[src/sv/smc_pkg.sv]
// smc_pkg: shared types and constants of the shuttle motor controller
// used by smc_ctrl, smc_datapath and shuttle_motor_controller
package smc_pkg;

  localparam int RANGE_W  = 16;
  localparam int LEVEL_W  = 8;
  localparam int GAIN_W   = 8;
  localparam int ZONE_W   = 16;
  localparam int DIV_W    = GAIN_W + RANGE_W;
  localparam int CNT_W    = $clog2(DIV_W);
  localparam int CFG_IDX_W = 3;
  localparam int CFG_DAT_W = 16;

  localparam logic [LEVEL_W-1:0] TARGET_RST  = 8'd235;
  localparam logic [ZONE_W-1:0]  SLOW_RST    = 16'd400;
  localparam logic [ZONE_W-1:0]  TRIGGER_RST = 16'd50;
  localparam logic [ZONE_W-1:0]  EXIT_RST    = 16'd80;
  localparam logic [GAIN_W-1:0]  GAIN_RST    = 8'd40;
  localparam logic [ZONE_W-1:0]  APPR_RST    = 16'd10;
  localparam logic [LEVEL_W-1:0] STEP_RST    = 8'd5;

  typedef enum logic [CFG_IDX_W-1:0] {
    CFG_TARGET_LEVEL = 3'd0,
    CFG_SLOW_ZONE    = 3'd1,
    CFG_TRIGGER_ZONE = 3'd2,
    CFG_EXIT_ZONE    = 3'd3,
    CFG_DECEL_GAIN   = 3'd4,
    CFG_APPROACH_MIN = 3'd5,
    CFG_RAMP_STEP    = 3'd6
  } cfg_idx_t;

  typedef struct packed {
    logic [LEVEL_W-1:0] target_level;
    logic [ZONE_W-1:0]  slow_zone;
    logic [ZONE_W-1:0]  trigger_zone;
    logic [ZONE_W-1:0]  exit_zone;
    logic [GAIN_W-1:0]  decel_gain;
    logic [ZONE_W-1:0]  approach_min;
    logic [LEVEL_W-1:0] ramp_step;
  } cfg_t;

  typedef struct packed {
    logic load_in;
    logic dec_eval;
    logic dec_sel_one;
    logic div_step;
    logic div_apply;
    logic finish;
  } dp_cmd_t;

  typedef struct packed {
    logic needs_div;
    logic out_free;
  } dp_sts_t;

endpackage

[src/sv/smc_ctrl.sv]
// smc_ctrl: sequencer of the shuttle motor controller
// steps through both sensor decelerations, the shared divider and the tick update
// depends on smc_pkg
module smc_ctrl import smc_pkg::*; (
  input  logic    clk,
  input  logic    rst_n,
  input  logic    in_fire,
  input  dp_sts_t sts,
  output dp_cmd_t cmd,
  output logic    idle
);

  typedef enum logic [2:0] {
    S_IDLE,
    S_DEC2,
    S_DEC1,
    S_DIV,
    S_APPLY,
    S_FIN
  } state_t;

  state_t           state_r, state_nxt;
  logic             sel_one_r, sel_one_nxt;
  logic [CNT_W-1:0] cnt_r, cnt_nxt;

  always_comb begin
    state_nxt   = state_r;
    sel_one_nxt = sel_one_r;
    cnt_nxt     = cnt_r;
    cmd         = '0;
    cmd.dec_sel_one = sel_one_r;
    case (state_r)
      S_IDLE: begin
        cmd.load_in = in_fire;
        if (in_fire) begin
          state_nxt = S_DEC2;
        end
      end
      S_DEC2: begin
        cmd.dec_eval    = 1'b1;
        cmd.dec_sel_one = 1'b0;
        sel_one_nxt     = 1'b0;
        cnt_nxt         = '0;
        state_nxt       = sts.needs_div ? S_DIV : S_DEC1;
      end
      S_DEC1: begin
        cmd.dec_eval    = 1'b1;
        cmd.dec_sel_one = 1'b1;
        sel_one_nxt     = 1'b1;
        cnt_nxt         = '0;
        state_nxt       = sts.needs_div ? S_DIV : S_FIN;
      end
      S_DIV: begin
        cmd.div_step = 1'b1;
        cnt_nxt      = cnt_r + 1'b1;
        if (cnt_r == CNT_W'(DIV_W - 1)) begin
          state_nxt = S_APPLY;
        end
      end
      S_APPLY: begin
        cmd.div_apply = 1'b1;
        state_nxt     = sel_one_r ? S_FIN : S_DEC1;
      end
      S_FIN: begin
        cmd.finish = sts.out_free;
        if (sts.out_free) begin
          state_nxt = S_IDLE;
        end
      end
      default: begin
        state_nxt = S_IDLE;
      end
    endcase
  end

  always_ff @(posedge clk) begin
    if (!rst_n) begin
      state_r   <= S_IDLE;
      sel_one_r <= 1'b0;
      cnt_r     <= '0;
    end else begin
      state_r   <= state_nxt;
      sel_one_r <= sel_one_nxt;
      cnt_r     <= cnt_nxt;
    end
  end

  assign idle = (state_r == S_IDLE);

endmodule

[src/sv/smc_datapath.sv]
// smc_datapath: drive state, deceleration divider, tick update and result register
// driven by smc_ctrl commands; depends on smc_pkg
module smc_datapath import smc_pkg::*; (
  input  logic               clk,
  input  logic               rst_n,
  input  cfg_t               cfg,
  input  dp_cmd_t            cmd,
  output dp_sts_t            sts,
  input  logic [RANGE_W-1:0] range_one,
  input  logic [RANGE_W-1:0] range_two,
  output logic               out_valid,
  input  logic               out_ready,
  output logic [LEVEL_W-1:0] duty_forward,
  output logic [LEVEL_W-1:0] duty_backward,
  output logic               heading_now,
  output logic               reversed
);

  logic               heading_r, heading_nxt;
  logic               armed_r, armed_nxt;
  logic [LEVEL_W-1:0] level_r, level_nxt;
  logic [RANGE_W-1:0] last1_r, last2_r;
  logic [RANGE_W-1:0] r1_r, r2_r;
  logic [DIV_W-1:0]   quo_r, quo_nxt;
  logic [RANGE_W-1:0] rem_r, rem_nxt;
  logic [RANGE_W-1:0] dvs_r, dvs_nxt;
  logic               out_valid_r;
  logic [LEVEL_W-1:0] duty_f_r, duty_b_r;
  logic               head_out_r, rev_out_r;

  // deceleration test for the selected sensor
  logic [RANGE_W-1:0] prev, cur, appr;
  logic               dec_hit;
  logic [DIV_W-1:0]   product;

  always_comb begin
    prev    = cmd.dec_sel_one ? last1_r : last2_r;
    cur     = cmd.dec_sel_one ? r1_r : r2_r;
    appr    = prev - cur;
    dec_hit = (ZONE_W'(cur) < cfg.slow_zone) && (prev > cur) &&
              (ZONE_W'(appr) > cfg.approach_min);
    product = DIV_W'(cfg.decel_gain) * DIV_W'(appr);
  end

  // restoring divider step
  logic [RANGE_W:0] trial;
  logic [RANGE_W:0] shifted;

  always_comb begin
    shifted = {rem_r, quo_r[DIV_W-1]};
    trial   = shifted - {1'b0, dvs_r};
  end

  // end of tick update
  logic               flip;
  logic [RANGE_W-1:0] ahead;
  logic [LEVEL_W-1:0] lvl_a;
  logic [LEVEL_W:0]   ramp;
  logic               armed_a;

  always_comb begin
    ahead   = heading_r ? r2_r : r1_r;
    flip    = armed_r && (ZONE_W'(ahead) < cfg.trigger_zone);
    lvl_a   = flip ? '0 : level_r;
    armed_a = armed_r & ~flip;
    ramp    = {1'b0, lvl_a};
    if (!armed_a) begin
      if (lvl_a < cfg.target_level) begin
        ramp = ramp + {1'b0, cfg.ramp_step};
      end
      if (ramp > {1'b0, cfg.target_level}) begin
        ramp = (ramp >= {1'b0, cfg.ramp_step}) ? ramp - {1'b0, cfg.ramp_step} : '0;
      end
    end
  end

  always_comb begin
    heading_nxt = heading_r;
    armed_nxt   = armed_r;
    level_nxt   = level_r;
    quo_nxt     = quo_r;
    rem_nxt     = rem_r;
    dvs_nxt     = dvs_r;
    if (cmd.dec_eval && dec_hit) begin
      if (cur == '0) begin
        level_nxt = '0;
      end else begin
        quo_nxt = product;
        rem_nxt = '0;
        dvs_nxt = cur;
      end
    end
    if (cmd.div_step) begin
      quo_nxt = {quo_r[DIV_W-2:0], ~trial[RANGE_W]};
      rem_nxt = trial[RANGE_W] ? shifted[RANGE_W-1:0] : trial[RANGE_W-1:0];
    end
    if (cmd.div_apply) begin
      level_nxt = (quo_r >= DIV_W'(level_r)) ? '0 : level_r - quo_r[LEVEL_W-1:0];
    end
    if (cmd.finish) begin
      heading_nxt = heading_r ^ flip;
      level_nxt   = ramp[LEVEL_W-1:0];
      armed_nxt   = armed_a | ((ZONE_W'(r1_r) > cfg.exit_zone) &&
                               (ZONE_W'(r2_r) > cfg.exit_zone));
    end
  end

  always_ff @(posedge clk) begin
    if (!rst_n) begin
      heading_r   <= 1'b1;
      armed_r     <= 1'b1;
      level_r     <= '0;
      last1_r     <= '0;
      last2_r     <= '0;
      out_valid_r <= 1'b0;
    end else begin
      heading_r <= heading_nxt;
      armed_r   <= armed_nxt;
      level_r   <= level_nxt;
      if (cmd.finish) begin
        last1_r <= r1_r;
        last2_r <= r2_r;
      end
      if (cmd.finish) begin
        out_valid_r <= 1'b1;
      end else if (out_ready) begin
        out_valid_r <= 1'b0;
      end
    end
  end

  always_ff @(posedge clk) begin
    quo_r <= quo_nxt;
    rem_r <= rem_nxt;
    dvs_r <= dvs_nxt;
    if (cmd.load_in) begin
      r1_r <= range_one;
      r2_r <= range_two;
    end
    if (cmd.finish) begin
      duty_f_r   <= heading_r ? level_r : '0;
      duty_b_r   <= heading_r ? '0 : level_r;
      head_out_r <= heading_r ^ flip;
      rev_out_r  <= flip;
    end
  end

  assign sts.needs_div = dec_hit && (cur != '0);
  assign sts.out_free  = ~out_valid_r | out_ready;
  assign out_valid     = out_valid_r;
  assign duty_forward  = duty_f_r;
  assign duty_backward = duty_b_r;
  assign heading_now   = head_out_r;
  assign reversed      = rev_out_r;

endmodule

[src/sv/shuttle_motor_controller.sv]
// Shuttle motor controller: one range tick in, one drive result out. A tick runs both
// deceleration tests and the tick update; each sensor that decelerates adds a pass
// through the shared restoring divider and an apply step. A new tick is taken once the
// previous one has been written to the result register.
// Configuration registers must be written only while no tick is in progress.
// depends on smc_pkg, smc_ctrl, smc_datapath
module shuttle_motor_controller import smc_pkg::*; (
  input  logic                 clk,
  input  logic                 rst_n,
  input  logic                 in_tvalid,
  output logic                 in_tready,
  input  logic [31:0]          in_tdata,   // range_one, range_two
  output logic                 out_tvalid,
  input  logic                 out_tready,
  output logic [23:0]          out_tdata,  // duty_forward, duty_backward, heading_now,
                                           // reversed, zero fill
  input  logic                 cfg_we,
  input  logic [CFG_IDX_W-1:0] cfg_index,
  input  logic [CFG_DAT_W-1:0] cfg_wdata
);

  cfg_t    cfg_r;
  dp_cmd_t cmd;
  dp_sts_t sts;
  logic    idle;
  logic    in_fire;
  logic [LEVEL_W-1:0] duty_forward, duty_backward;
  logic    heading_now, reversed;

  always_ff @(posedge clk) begin
    if (!rst_n) begin
      cfg_r.target_level <= TARGET_RST;
      cfg_r.slow_zone    <= SLOW_RST;
      cfg_r.trigger_zone <= TRIGGER_RST;
      cfg_r.exit_zone    <= EXIT_RST;
      cfg_r.decel_gain   <= GAIN_RST;
      cfg_r.approach_min <= APPR_RST;
      cfg_r.ramp_step    <= STEP_RST;
    end else if (cfg_we) begin
      case (cfg_index)
        CFG_TARGET_LEVEL: cfg_r.target_level <= cfg_wdata[LEVEL_W-1:0];
        CFG_SLOW_ZONE:    cfg_r.slow_zone    <= cfg_wdata[ZONE_W-1:0];
        CFG_TRIGGER_ZONE: cfg_r.trigger_zone <= cfg_wdata[ZONE_W-1:0];
        CFG_EXIT_ZONE:    cfg_r.exit_zone    <= cfg_wdata[ZONE_W-1:0];
        CFG_DECEL_GAIN:   cfg_r.decel_gain   <= cfg_wdata[GAIN_W-1:0];
        CFG_APPROACH_MIN: cfg_r.approach_min <= cfg_wdata[ZONE_W-1:0];
        CFG_RAMP_STEP:    cfg_r.ramp_step    <= cfg_wdata[LEVEL_W-1:0];
        default: begin
        end
      endcase
    end
  end

  assign in_tready = idle;
  assign in_fire   = in_tvalid & idle;

  smc_ctrl u_ctrl (
    .clk     (clk),
    .rst_n   (rst_n),
    .in_fire (in_fire),
    .sts     (sts),
    .cmd     (cmd),
    .idle    (idle)
  );

  smc_datapath u_dp (
    .clk           (clk),
    .rst_n         (rst_n),
    .cfg           (cfg_r),
    .cmd           (cmd),
    .sts           (sts),
    .range_one     (in_tdata[RANGE_W-1:0]),
    .range_two     (in_tdata[16+RANGE_W-1:16]),
    .out_valid     (out_tvalid),
    .out_ready     (out_tready),
    .duty_forward  (duty_forward),
    .duty_backward (duty_backward),
    .heading_now   (heading_now),
    .reversed      (reversed)
  );

  assign out_tdata = {6'b0, reversed, heading_now, duty_backward, duty_forward};

endmodule
[config.mk]
export PLATFORM = sky130hd
export DESIGN_NAME = shuttle_motor_controller
export DESIGN_NICKNAME = d
export VERILOG_FILES = /design/src/sv/smc_pkg.sv /design/src/sv/smc_ctrl.sv /design/src/sv/smc_datapath.sv /design/src/sv/shuttle_motor_controller.sv
export SDC_FILE = /design/constraint.sdc
export NUM_CORES = 1
export LEC_CHECK = 0
export BUFFER_PORTS_ARGS = -buffer_cell sky130_fd_sc_hd__buf_2
export CAP_MARGIN = 5
export CORE_ASPECT_RATIO = 1.1
export CORE_MARGIN = 2
export CORE_UTILIZATION = 51
export CTS_BUF_LIST = sky130_fd_sc_hd__clkbuf_4 sky130_fd_sc_hd__clkbuf_8 sky130_fd_sc_hd__clkbuf_16
export CTS_CLUSTER_SIZE = 10
export DETAILED_ROUTE_END_ITERATION = 8
export PLACE_DENSITY_LB_ADDON = 0.2
export SYNTH_ARGS = -nofsm -noshare
export SYNTH_HDL_FRONTEND = slang
export SYNTH_SLANG_ARGS = --single-unit
export TNS_END_PERCENT = 100
[constraint.sdc]
create_clock -name clk -period 14.3 [get_ports clk]
set_clock_uncertainty 0.1 [all_clocks]
set_input_delay 1.43 -clock clk [delete_from_list [all_inputs] [get_ports clk]]
set_output_delay 1.43 -clock clk [all_outputs]
set_load 0.02 [all_outputs]
# After elaboration in Yosys (flattened, before gate mapping)
# Cells that the tools add are included.
[totals]
regBits = 246
input_bits = 56
output_inout_bits = 26
[classes]
n_reduce_logical = 28
n_mul = 1
order_cmp = 10
n_bitwise = 9
eq_ne = 16
add_sub_neg = 6
n_mux = 37
[ops]
columns = ["cell", "n"]
rows = [
  ["$mux 16", 7],
  ["$mux 24", 3],
  ["$mux 8", 9],
  ["$gt 16x16->1", 4],
  ["$lt 16x16->1", 2],
  ["$ge 24x8->1", 1],
  ["$mul 8x16->24", 1],
  ["$reduce_and 2->1", 10],
  ["$mux 9", 2],
  ["$pmux 3 s6", 1],
  ["$sub 17x16->17", 1],
  ["$logic_not 16->1", 1],
  ["$reduce_bool 16->1", 1],
  ["$sub 16x16->16", 1],
  ["$sub 8x8->8", 2],
  ["$eq 3x3->1 const B", 5],
  ["$mux 3", 5],
  ["$eq 3x2->1 const B", 4],
  ["$pmux 5 s2", 1],
  ["$add 8x8->9", 1],
  ["$ge 9x8->1", 1],
  ["$gt 9x8->1", 1],
  ["$lt 8x8->1", 1],
  ["$reduce_bool 2->1", 4],
  ["17 further kinds", 38],
]

# Longest topological paths before layout
[logic_depth]
ltp_word = 12
depth_mapped = 34

# Cells and area by module
# From an unflattened synthesis, not the netlist that was laid out.
[hier_totals]
cells_unflattened = 2001
area_unflattened_um2 = 19088.3
[by_module_without_submodules]
columns = ["module", "seq_area_each_um2", "area_each_um2", "cells_each", "n_inst"]
rows = [
  ["smc_datapath", 4043.9, 15124.5, 1601, 1],
  ["shuttle_motor_controller", 1761.7, 3398.3, 329, 1],
  ["smc_ctrl", 180.2, 565.5, 71, 1],
]

# Worst setup path before layout
# Ideal clock, no wire load.
[synth_timing]
path_type = "register to register"
from = "register u_ctrl.state_r[2]"
to = "register u_dp.quo_r[22], data pin"
synth_period_minus_slack_ns = 7.837
arrival_time_ns = 7.473
setup_slack_ns = 6.463
n_path_buf = 3
path_stages_with_launch = 31
path_cell_list = "dfxtp_1 > buf_2 > and2b_1 > o21ai_4 > buf_6 > clkbuf_1 > mux2i_1 > ha_1 > fa_1 > o31a_1 > o21ai_0 > a21oi_1 > xnor2_1 > and2_1 > fa_1 > fa_1 > fa_1 > inv_1 > fa_1 > inv_1 > ha_1 > a21o_1 > a21oi_1 > o31ai_1 > o31ai_1 > o21ai_1 > a31o_2 > a21o_1 > a21oi_1 > xor2_1 > o21ai_1"
[synth_via]
elab_chain_cells = 8
elab_cells_between_ends = 12
classes_between = "add/sub: 1; mul: 1; eq/ne: 3; mux: 7"
[synth_rtl]
columns = ["element", "line", "source"]
rows = [
  ["start: declaration", "smc_ctrl.sv:22", "state_t state_r, state_nxt;"],
  ["start signal: assignment", "smc_ctrl.sv:82", "state_r <= state_nxt;"],
  ["$eq 3x2->1 or $eq 3x1->1 (tied branches)", "smc_ctrl.sv:32", "case (state_r)"],
  ["$pmux 2 s2", "smc_ctrl.sv:32", ""],
  ["$mux 16, on equally long branches", "smc_datapath.sv:37, smc_datapath.sv:38", ""],
  ["$sub 16x16->16", "smc_datapath.sv:39", "appr = prev - cur;"],
  ["$mul 8x16->24", "smc_datapath.sv:42", "product = DIV_W'(cfg.decel_gain) * DIV_W'(appr);"],
  ["$mux 24", "smc_datapath.sv:85", "if (cur == '0) begin"],
  ["$mux 24", "smc_datapath.sv:84", "if (cmd.dec_eval && dec_hit) begin"],
  ["$mux 24 (*)", "smc_datapath.sv:93", "if (cmd.div_step) begin"],
  ["named net u_dp.quo_nxt[22]", "smc_datapath.sv:24", "logic [DIV_W-1:0] quo_r, quo_nxt;"],
  ["end signal: assignment", "smc_datapath.sv:133", "quo_r <= quo_nxt;"],
  ["end: declaration", "smc_datapath.sv:24", ""],
]
# Mark *: on every way through the listed nets, which the timed path passes. The rest lies on a longest branch. The select of a mux whose other input is x is not followed.
# A chain may end at the register's enable or synchronous reset.

# Final worst setup path
[layout_timing]
from = "register u_ctrl.state_r[2]"
to = "register u_dp.quo_r[22], data pin"
[layout_via]
elab_chain_cells = 8
elab_cells_between_ends = 12
classes_between = "add/sub: 1; mul: 1; eq/ne: 3; mux: 7"
[layout_rtl]
columns = ["element", "line", "source"]
rows = [
  ["$eq 3x2->1 or $eq 3x1->1 (tied branches)", "smc_ctrl.sv:32", ""],
  ["$pmux 2 s2 (*)", "smc_ctrl.sv:32", ""],
  ["$mux 16 (*)", "smc_datapath.sv:38", "cur = cmd.dec_sel_one ? r1_r : r2_r;"],
  ["named net u_dp.cur[1]", "smc_datapath.sv:32", "logic [RANGE_W-1:0] prev, cur, appr;"],
  ["$sub 16x16->16 (*)", "smc_datapath.sv:39", ""],
  ["$mul 8x16->24 (*)", "smc_datapath.sv:42", ""],
  ["$mux 24 (*)", "smc_datapath.sv:85", ""],
  ["$mux 24 (*)", "smc_datapath.sv:84", ""],
  ["$mux 24 (*)", "smc_datapath.sv:93", ""],
  ["named net u_dp.quo_nxt[22]", "smc_datapath.sv:24", ""],
]
# Marks and branches as above.

==> results_tabular.tex <==
\begin{tabular}{lr}
\hline
Metric & Value \\
\hline
\multicolumn{2}{l}{\textbf{Clocking}} \\
Number of buffers inserted during clock tree synthesis & 30 \\
Clock latency reported for the late side of the worst-skew pair & 0.58 ns \\
Root buffer selected by CTS & sky130\_fd\_sc\_hd\_\_clkbuf\_16 \\
Clock tree from TritonCTS & yes \\
Buffers inserted by post-CTS timing repair & 0 \\
PostCTS Resize Cnt & 0 \\
Clock-pin slew of the registers on the worst-case setup and hold paths & 0.05 ns \\
Number of H-tree levels & 1 \\
Clk sinks & 246 \\
Largest buffer count on any clock path & 3 \\
Hold-fix buffer count after cts & 0 \\
\multicolumn{2}{l}{\textbf{Detailed routing}} \\
Number of detailed-route iterations in the first pass & 6 \\
Number of DRC violations after detailed-routing iteration 0 & 989 \\
Post-route antenna net violation count & 0 \\
Routed Wire Length & 49.5 mm \\
Via count & between 15000 and 20000 \\
Remaining DRCs & 0 \\
Post-detailed-route via-to-cell ratio & approximately 5.6 \\
Routed length per placed instance & 18.0 um \\
\multicolumn{2}{l}{\textbf{Cells and area}} \\
Count of filler cells inserted in the layout & 3465 \\
Diodes inserted & 0 \\
Synthesis-to-finish area growth & 8.74\% \\
Number of cells in the finished layout apart from fillers & about 2700 \\
Fraction of final layout cells sized beyond drive strength 1 & 0.0930 \\
Final Core Density & 0.563 \\
Layout net count & 2569 \\
\multicolumn{2}{l}{\textbf{Floorplanning}} \\
Rows & between 70 and 80 \\
Overall die width & 189 um \\
Std-Cell Core Area & 37200 um\^{}2 \\
Initial Util & 0.518 \\
Die Y & 208 um \\
Area of the die & 39400 um\^{}2 \\
Number of placed I/O pins & 82 \\
\multicolumn{2}{l}{\textbf{STA}} \\
Worst hold margin & $\sim$0.35 ns \\
Worst Tran Pin Value & 1.09 ns \\
Setup repair after global routing missed its margin & no \\
Sum Neg Setup Slack & 0 ns \\
Count of final setup violators & 0 \\
Final worst path period need & 9.13 ns \\
Maximum clock rate & 0.110 GHz \\
Remaining max-slew budget at the tightest pin & 0.267 \\
Number of hold violations in the final report & 0 \\
Slew Limit Fails & 0 \\
Post-route clock period utilization & 0.639 \\
\multicolumn{2}{l}{\textbf{Global routing}} \\
Global routing usage summed across all routing layers & 0.254 \\
Maximum number of pins on one net before global-route repair & 86 \\
Initial antenna violation count & 0 \\
Vias in the first global route & $\sim$16000 \\
First-pass GRT wire length & 80.7 mm \\
Total grt overflow & 0 \\
\multicolumn{2}{l}{\textbf{Flow run}} \\
MaxCap Viol Count & 0 \\
\multicolumn{2}{l}{\textbf{Min path}} \\
Critical hold path startpoint & u\_dp.last2\_r[15] \\
Path category of the worst min-delay check & register to register \\
\multicolumn{2}{l}{\textbf{Critical path}} \\
Endpoint kind of the worst setup timing path & register \\
Crit. Startpoint & u\_ctrl.state\_r[2] \\
Kind of launch point of the worst setup path & register \\
Type of the worst setup path & register to register \\
Data arrival time of the critical path & 9.30 ns \\
Worst Path Max Fanout & 34 \\
Required arrival time at the worst endpoint & 14.47 ns \\
Reg-to-Reg Start & u\_ctrl.state\_r[2] \\
\multicolumn{2}{l}{\textbf{Synth}} \\
Synth Register Bits & 246 \\
Post-synth top flop & sky130\_fd\_sc\_hd\_\_dfxtp\_1 \\
Number of cells produced by synthesis & 2180 \\
Part of the Yosys area used for sequential elements & 0.311 \\
Post-synth EDFFs & 106 \\
Area of the mapped netlist & 19300 um\^{}2 \\
Total number of yosys warnings & 0 \\
Post-synthesis cell type count & 86 \\
Share of synthesized registers carrying an async set or reset & 0 \\
Mean area per synthesized cell & 8.84 um\^{}2 \\
\multicolumn{2}{l}{\textbf{Power and ir drop}} \\
Int Pwr & 1.52 mW \\
Combinational share of power & 0.324 \\
Fraction of power consumed by sequential logic & 0.353 \\
Net switching power figure & 0.745 mW \\
Clk pwr share & 0.324 \\
VDD IR-drop max & 0.112 mV \\
Leakage & 9.09 nW \\
Power density cells & 108 nW/um\^{}2 \\
Switching Share & 0.328 \\
\multicolumn{2}{l}{\textbf{Placed design}} \\
Routability cong. & between 0.9 and 1 \\
Sum of net half-perimeters after detailed placement & 37.7 mm \\
Number of instances in the placed design & 2688 \\
Count of buffers from port buffering & 75 \\
\multicolumn{2}{l}{\textbf{Status}} \\
Status & finished, final reports clean \\
\hline
\end{tabular}
==> layout by cell type (no fill, tap or decap), types with 38 or more instances in the layout <==
| cell | n |
|---|---|
| sky130_fd_sc_hd__a21o_1 | 41 |
| sky130_fd_sc_hd__dfxtp_1 | 140 |
| sky130_fd_sc_hd__nor2b_1 | 42 |
| sky130_fd_sc_hd__ha_1 | 198 |
| sky130_fd_sc_hd__a21oi_1 | 187 |
| sky130_fd_sc_hd__nor2_1 | 110 |
| sky130_fd_sc_hd__edfxtp_1 | 106 |
| sky130_fd_sc_hd__xnor2_1 | 38 |
| sky130_fd_sc_hd__buf_2 | 75 |
| sky130_fd_sc_hd__nand3_1 | 38 |
| sky130_fd_sc_hd__inv_1 | 245 |
| sky130_fd_sc_hd__and2_1 | 92 |
| sky130_fd_sc_hd__nand2_1 | 322 |
| sky130_fd_sc_hd__fa_1 | 89 |
| sky130_fd_sc_hd__o21ai_0 | 46 |
==> kinds of logic after synthesis <==
family,count (synthesis),share of synthesized area
fa+ha+maj,289,0.222
other cells,1,0.000195
flops,246,0.311
buf+inv,328,0.0690
mux,64,0.0353
xor+xnor,63,0.0316
compound gates,445,0.148
simple gates,744,0.183
==> per-layer routing <==
layer  part of all wire  global-route usage  vias to the layer above
li1                   -                   -                     7527
met1               0.44               0.330                     7347
met2               0.49               0.446                      386
met3              0.047              0.0270                       91
met4              0.031              0.0775                        0
met5                  0                   0                        -
==> state kept, by name, summed over array words and instances (netlist names), 3 cells and up <==
register / count
u_dp.last2_r: 16
u_dp.last1_r: 16
u_dp.quo_r: 24
cfg_r: 88
u_dp.level_r: 8
u_dp.r1_r: 16
u_dp.dvs_r: 16
u_dp.duty_backward: 8
u_dp.duty_forward: 8
u_ctrl.cnt_r: 5
u_dp.r2_r: 16
u_dp.rem_r: 16
u_ctrl.state_r: 3
==> area by class of cell <==
cell class	count	area (um^2)	share of cell area
multi-input cells	1611	12000	0.572
well taps	494	618	0.0295
flip-flops and latches	246	5990	0.286
repair buffers	87	465	0.0222
clock buffers	50	931	0.0444
clock inverters	4	25.0	0.00119
inverters	250	940	0.0448
==> synth_stat cells (9+ instances only) <==
| cell type | instances | area share |
|---|---|---|
| sky130_fd_sc_hd__xnor2_1 | 38 | 0.017 |
| sky130_fd_sc_hd__xor2_1 | 19 | 0.0086 |
| sky130_fd_sc_hd__a22oi_1 | 15 | 0.0058 |
| sky130_fd_sc_hd__nand2_1 | 322 | 0.063 |
| sky130_fd_sc_hd__nand3_1 | 38 | 0.0099 |
| sky130_fd_sc_hd__o21a_1 | 21 | 0.0082 |
| sky130_fd_sc_hd__fa_1 | 89 | 0.092 |
| sky130_fd_sc_hd__nand2b_1 | 25 | 0.0081 |
| sky130_fd_sc_hd__mux2i_1 | 35 | 0.018 |
| sky130_fd_sc_hd__a21oi_1 | 187 | 0.049 |
| sky130_fd_sc_hd__o21bai_1 | 9 | 0.0035 |
| sky130_fd_sc_hd__and3_1 | 11 | 0.0036 |
| sky130_fd_sc_hd__and2_1 | 92 | 0.030 |
| sky130_fd_sc_hd__or3_1 | 10 | 0.0032 |
| sky130_fd_sc_hd__a31oi_1 | 16 | 0.0052 |
| sky130_fd_sc_hd__a211oi_1 | 11 | 0.0043 |
| sky130_fd_sc_hd__nor2_1 | 112 | 0.022 |
| sky130_fd_sc_hd__a21o_1 | 41 | 0.016 |
| sky130_fd_sc_hd__o211ai_1 | 22 | 0.0086 |
| sky130_fd_sc_hd__nand4_1 | 25 | 0.0081 |
| sky130_fd_sc_hd__nor2b_1 | 42 | 0.014 |
| sky130_fd_sc_hd__o21ai_0 | 46 | 0.012 |
| sky130_fd_sc_hd__buf_4 | 10 | 0.0039 |
| sky130_fd_sc_hd__ha_1 | 198 | 0.13 |
| sky130_fd_sc_hd__mux2_2 | 28 | 0.016 |
| sky130_fd_sc_hd__edfxtp_1 | 106 | 0.17 |
| sky130_fd_sc_hd__clkbuf_1 | 50 | 0.0097 |
| sky130_fd_sc_hd__o31ai_1 | 9 | 0.0035 |
| sky130_fd_sc_hd__inv_1 | 245 | 0.048 |
| sky130_fd_sc_hd__nor3_1 | 34 | 0.0088 |
| sky130_fd_sc_hd__dfxtp_1 | 140 | 0.15 |
==> per-stage QoR <==
step                      setup WS (ns)  instance area (um^2)  power [mW]
after CTS                          5.19                 21000        2.28
after floorplan                    6.46                 19300        1.38
after global placement             5.49                 20000        1.52
after detailed placement           5.24                 20000        1.54
after global routing               4.64                 21000        2.42
final                              5.17                 21000        2.27
==> worst paths after layout <==
check / end / slack [ns] / depth (start not counted)
max: u_dp.quo_r[22] / 5.17 / 26
min: u_dp.last2_r[15] / 0.35 / 2
max reg2reg: u_dp.quo_r[22] / 5.17 / 26
min reg2reg: u_dp.last2_r[15] / 0.35 / 2
==> worst max-delay path, stage by stage, from the launching register on <==
cell and delay (ns):
sky130_fd_sc_hd__dfxtp_1 0.31, sky130_fd_sc_hd__buf_4 0.33, sky130_fd_sc_hd__and2b_1 0.26, sky130_fd_sc_hd__o21ai_4 0.71, sky130_fd_sc_hd__mux2i_1 0.41, sky130_fd_sc_hd__inv_1 0.16, sky130_fd_sc_hd__fa_1 0.53, sky130_fd_sc_hd__o31a_1 0.38
sky130_fd_sc_hd__xnor2_1 0.60, sky130_fd_sc_hd__and2_1 0.26, sky130_fd_sc_hd__fa_1 0.43, sky130_fd_sc_hd__ha_1 0.30, sky130_fd_sc_hd__inv_1 0.05, sky130_fd_sc_hd__fa_1 0.50, sky130_fd_sc_hd__fa_1 0.54, sky130_fd_sc_hd__inv_1 0.04
sky130_fd_sc_hd__ha_1 0.33, sky130_fd_sc_hd__o21a_1 0.15, sky130_fd_sc_hd__a2111oi_0 0.64, sky130_fd_sc_hd__o31ai_1 0.24, sky130_fd_sc_hd__o31ai_1 0.46, sky130_fd_sc_hd__o21ai_1 0.21, sky130_fd_sc_hd__a31o_2 0.30, sky130_fd_sc_hd__a21o_1 0.17
sky130_fd_sc_hd__a21oi_1 0.18, sky130_fd_sc_hd__xor2_1 0.17, sky130_fd_sc_hd__o21ai_1 0.07
==> power groups by stage <==
stage	clock, mW	combinational [mW]	sequential (mW)
finish	0.734	0.735	0.800
global route	0.773	0.843	0.803
CTS	0.747	0.736	0.800
detailed placement	0	0.729	0.814
global placement	0	0.709	0.814
floorplan	0	0.578	0.802
(Power assumes the default switching activity.)
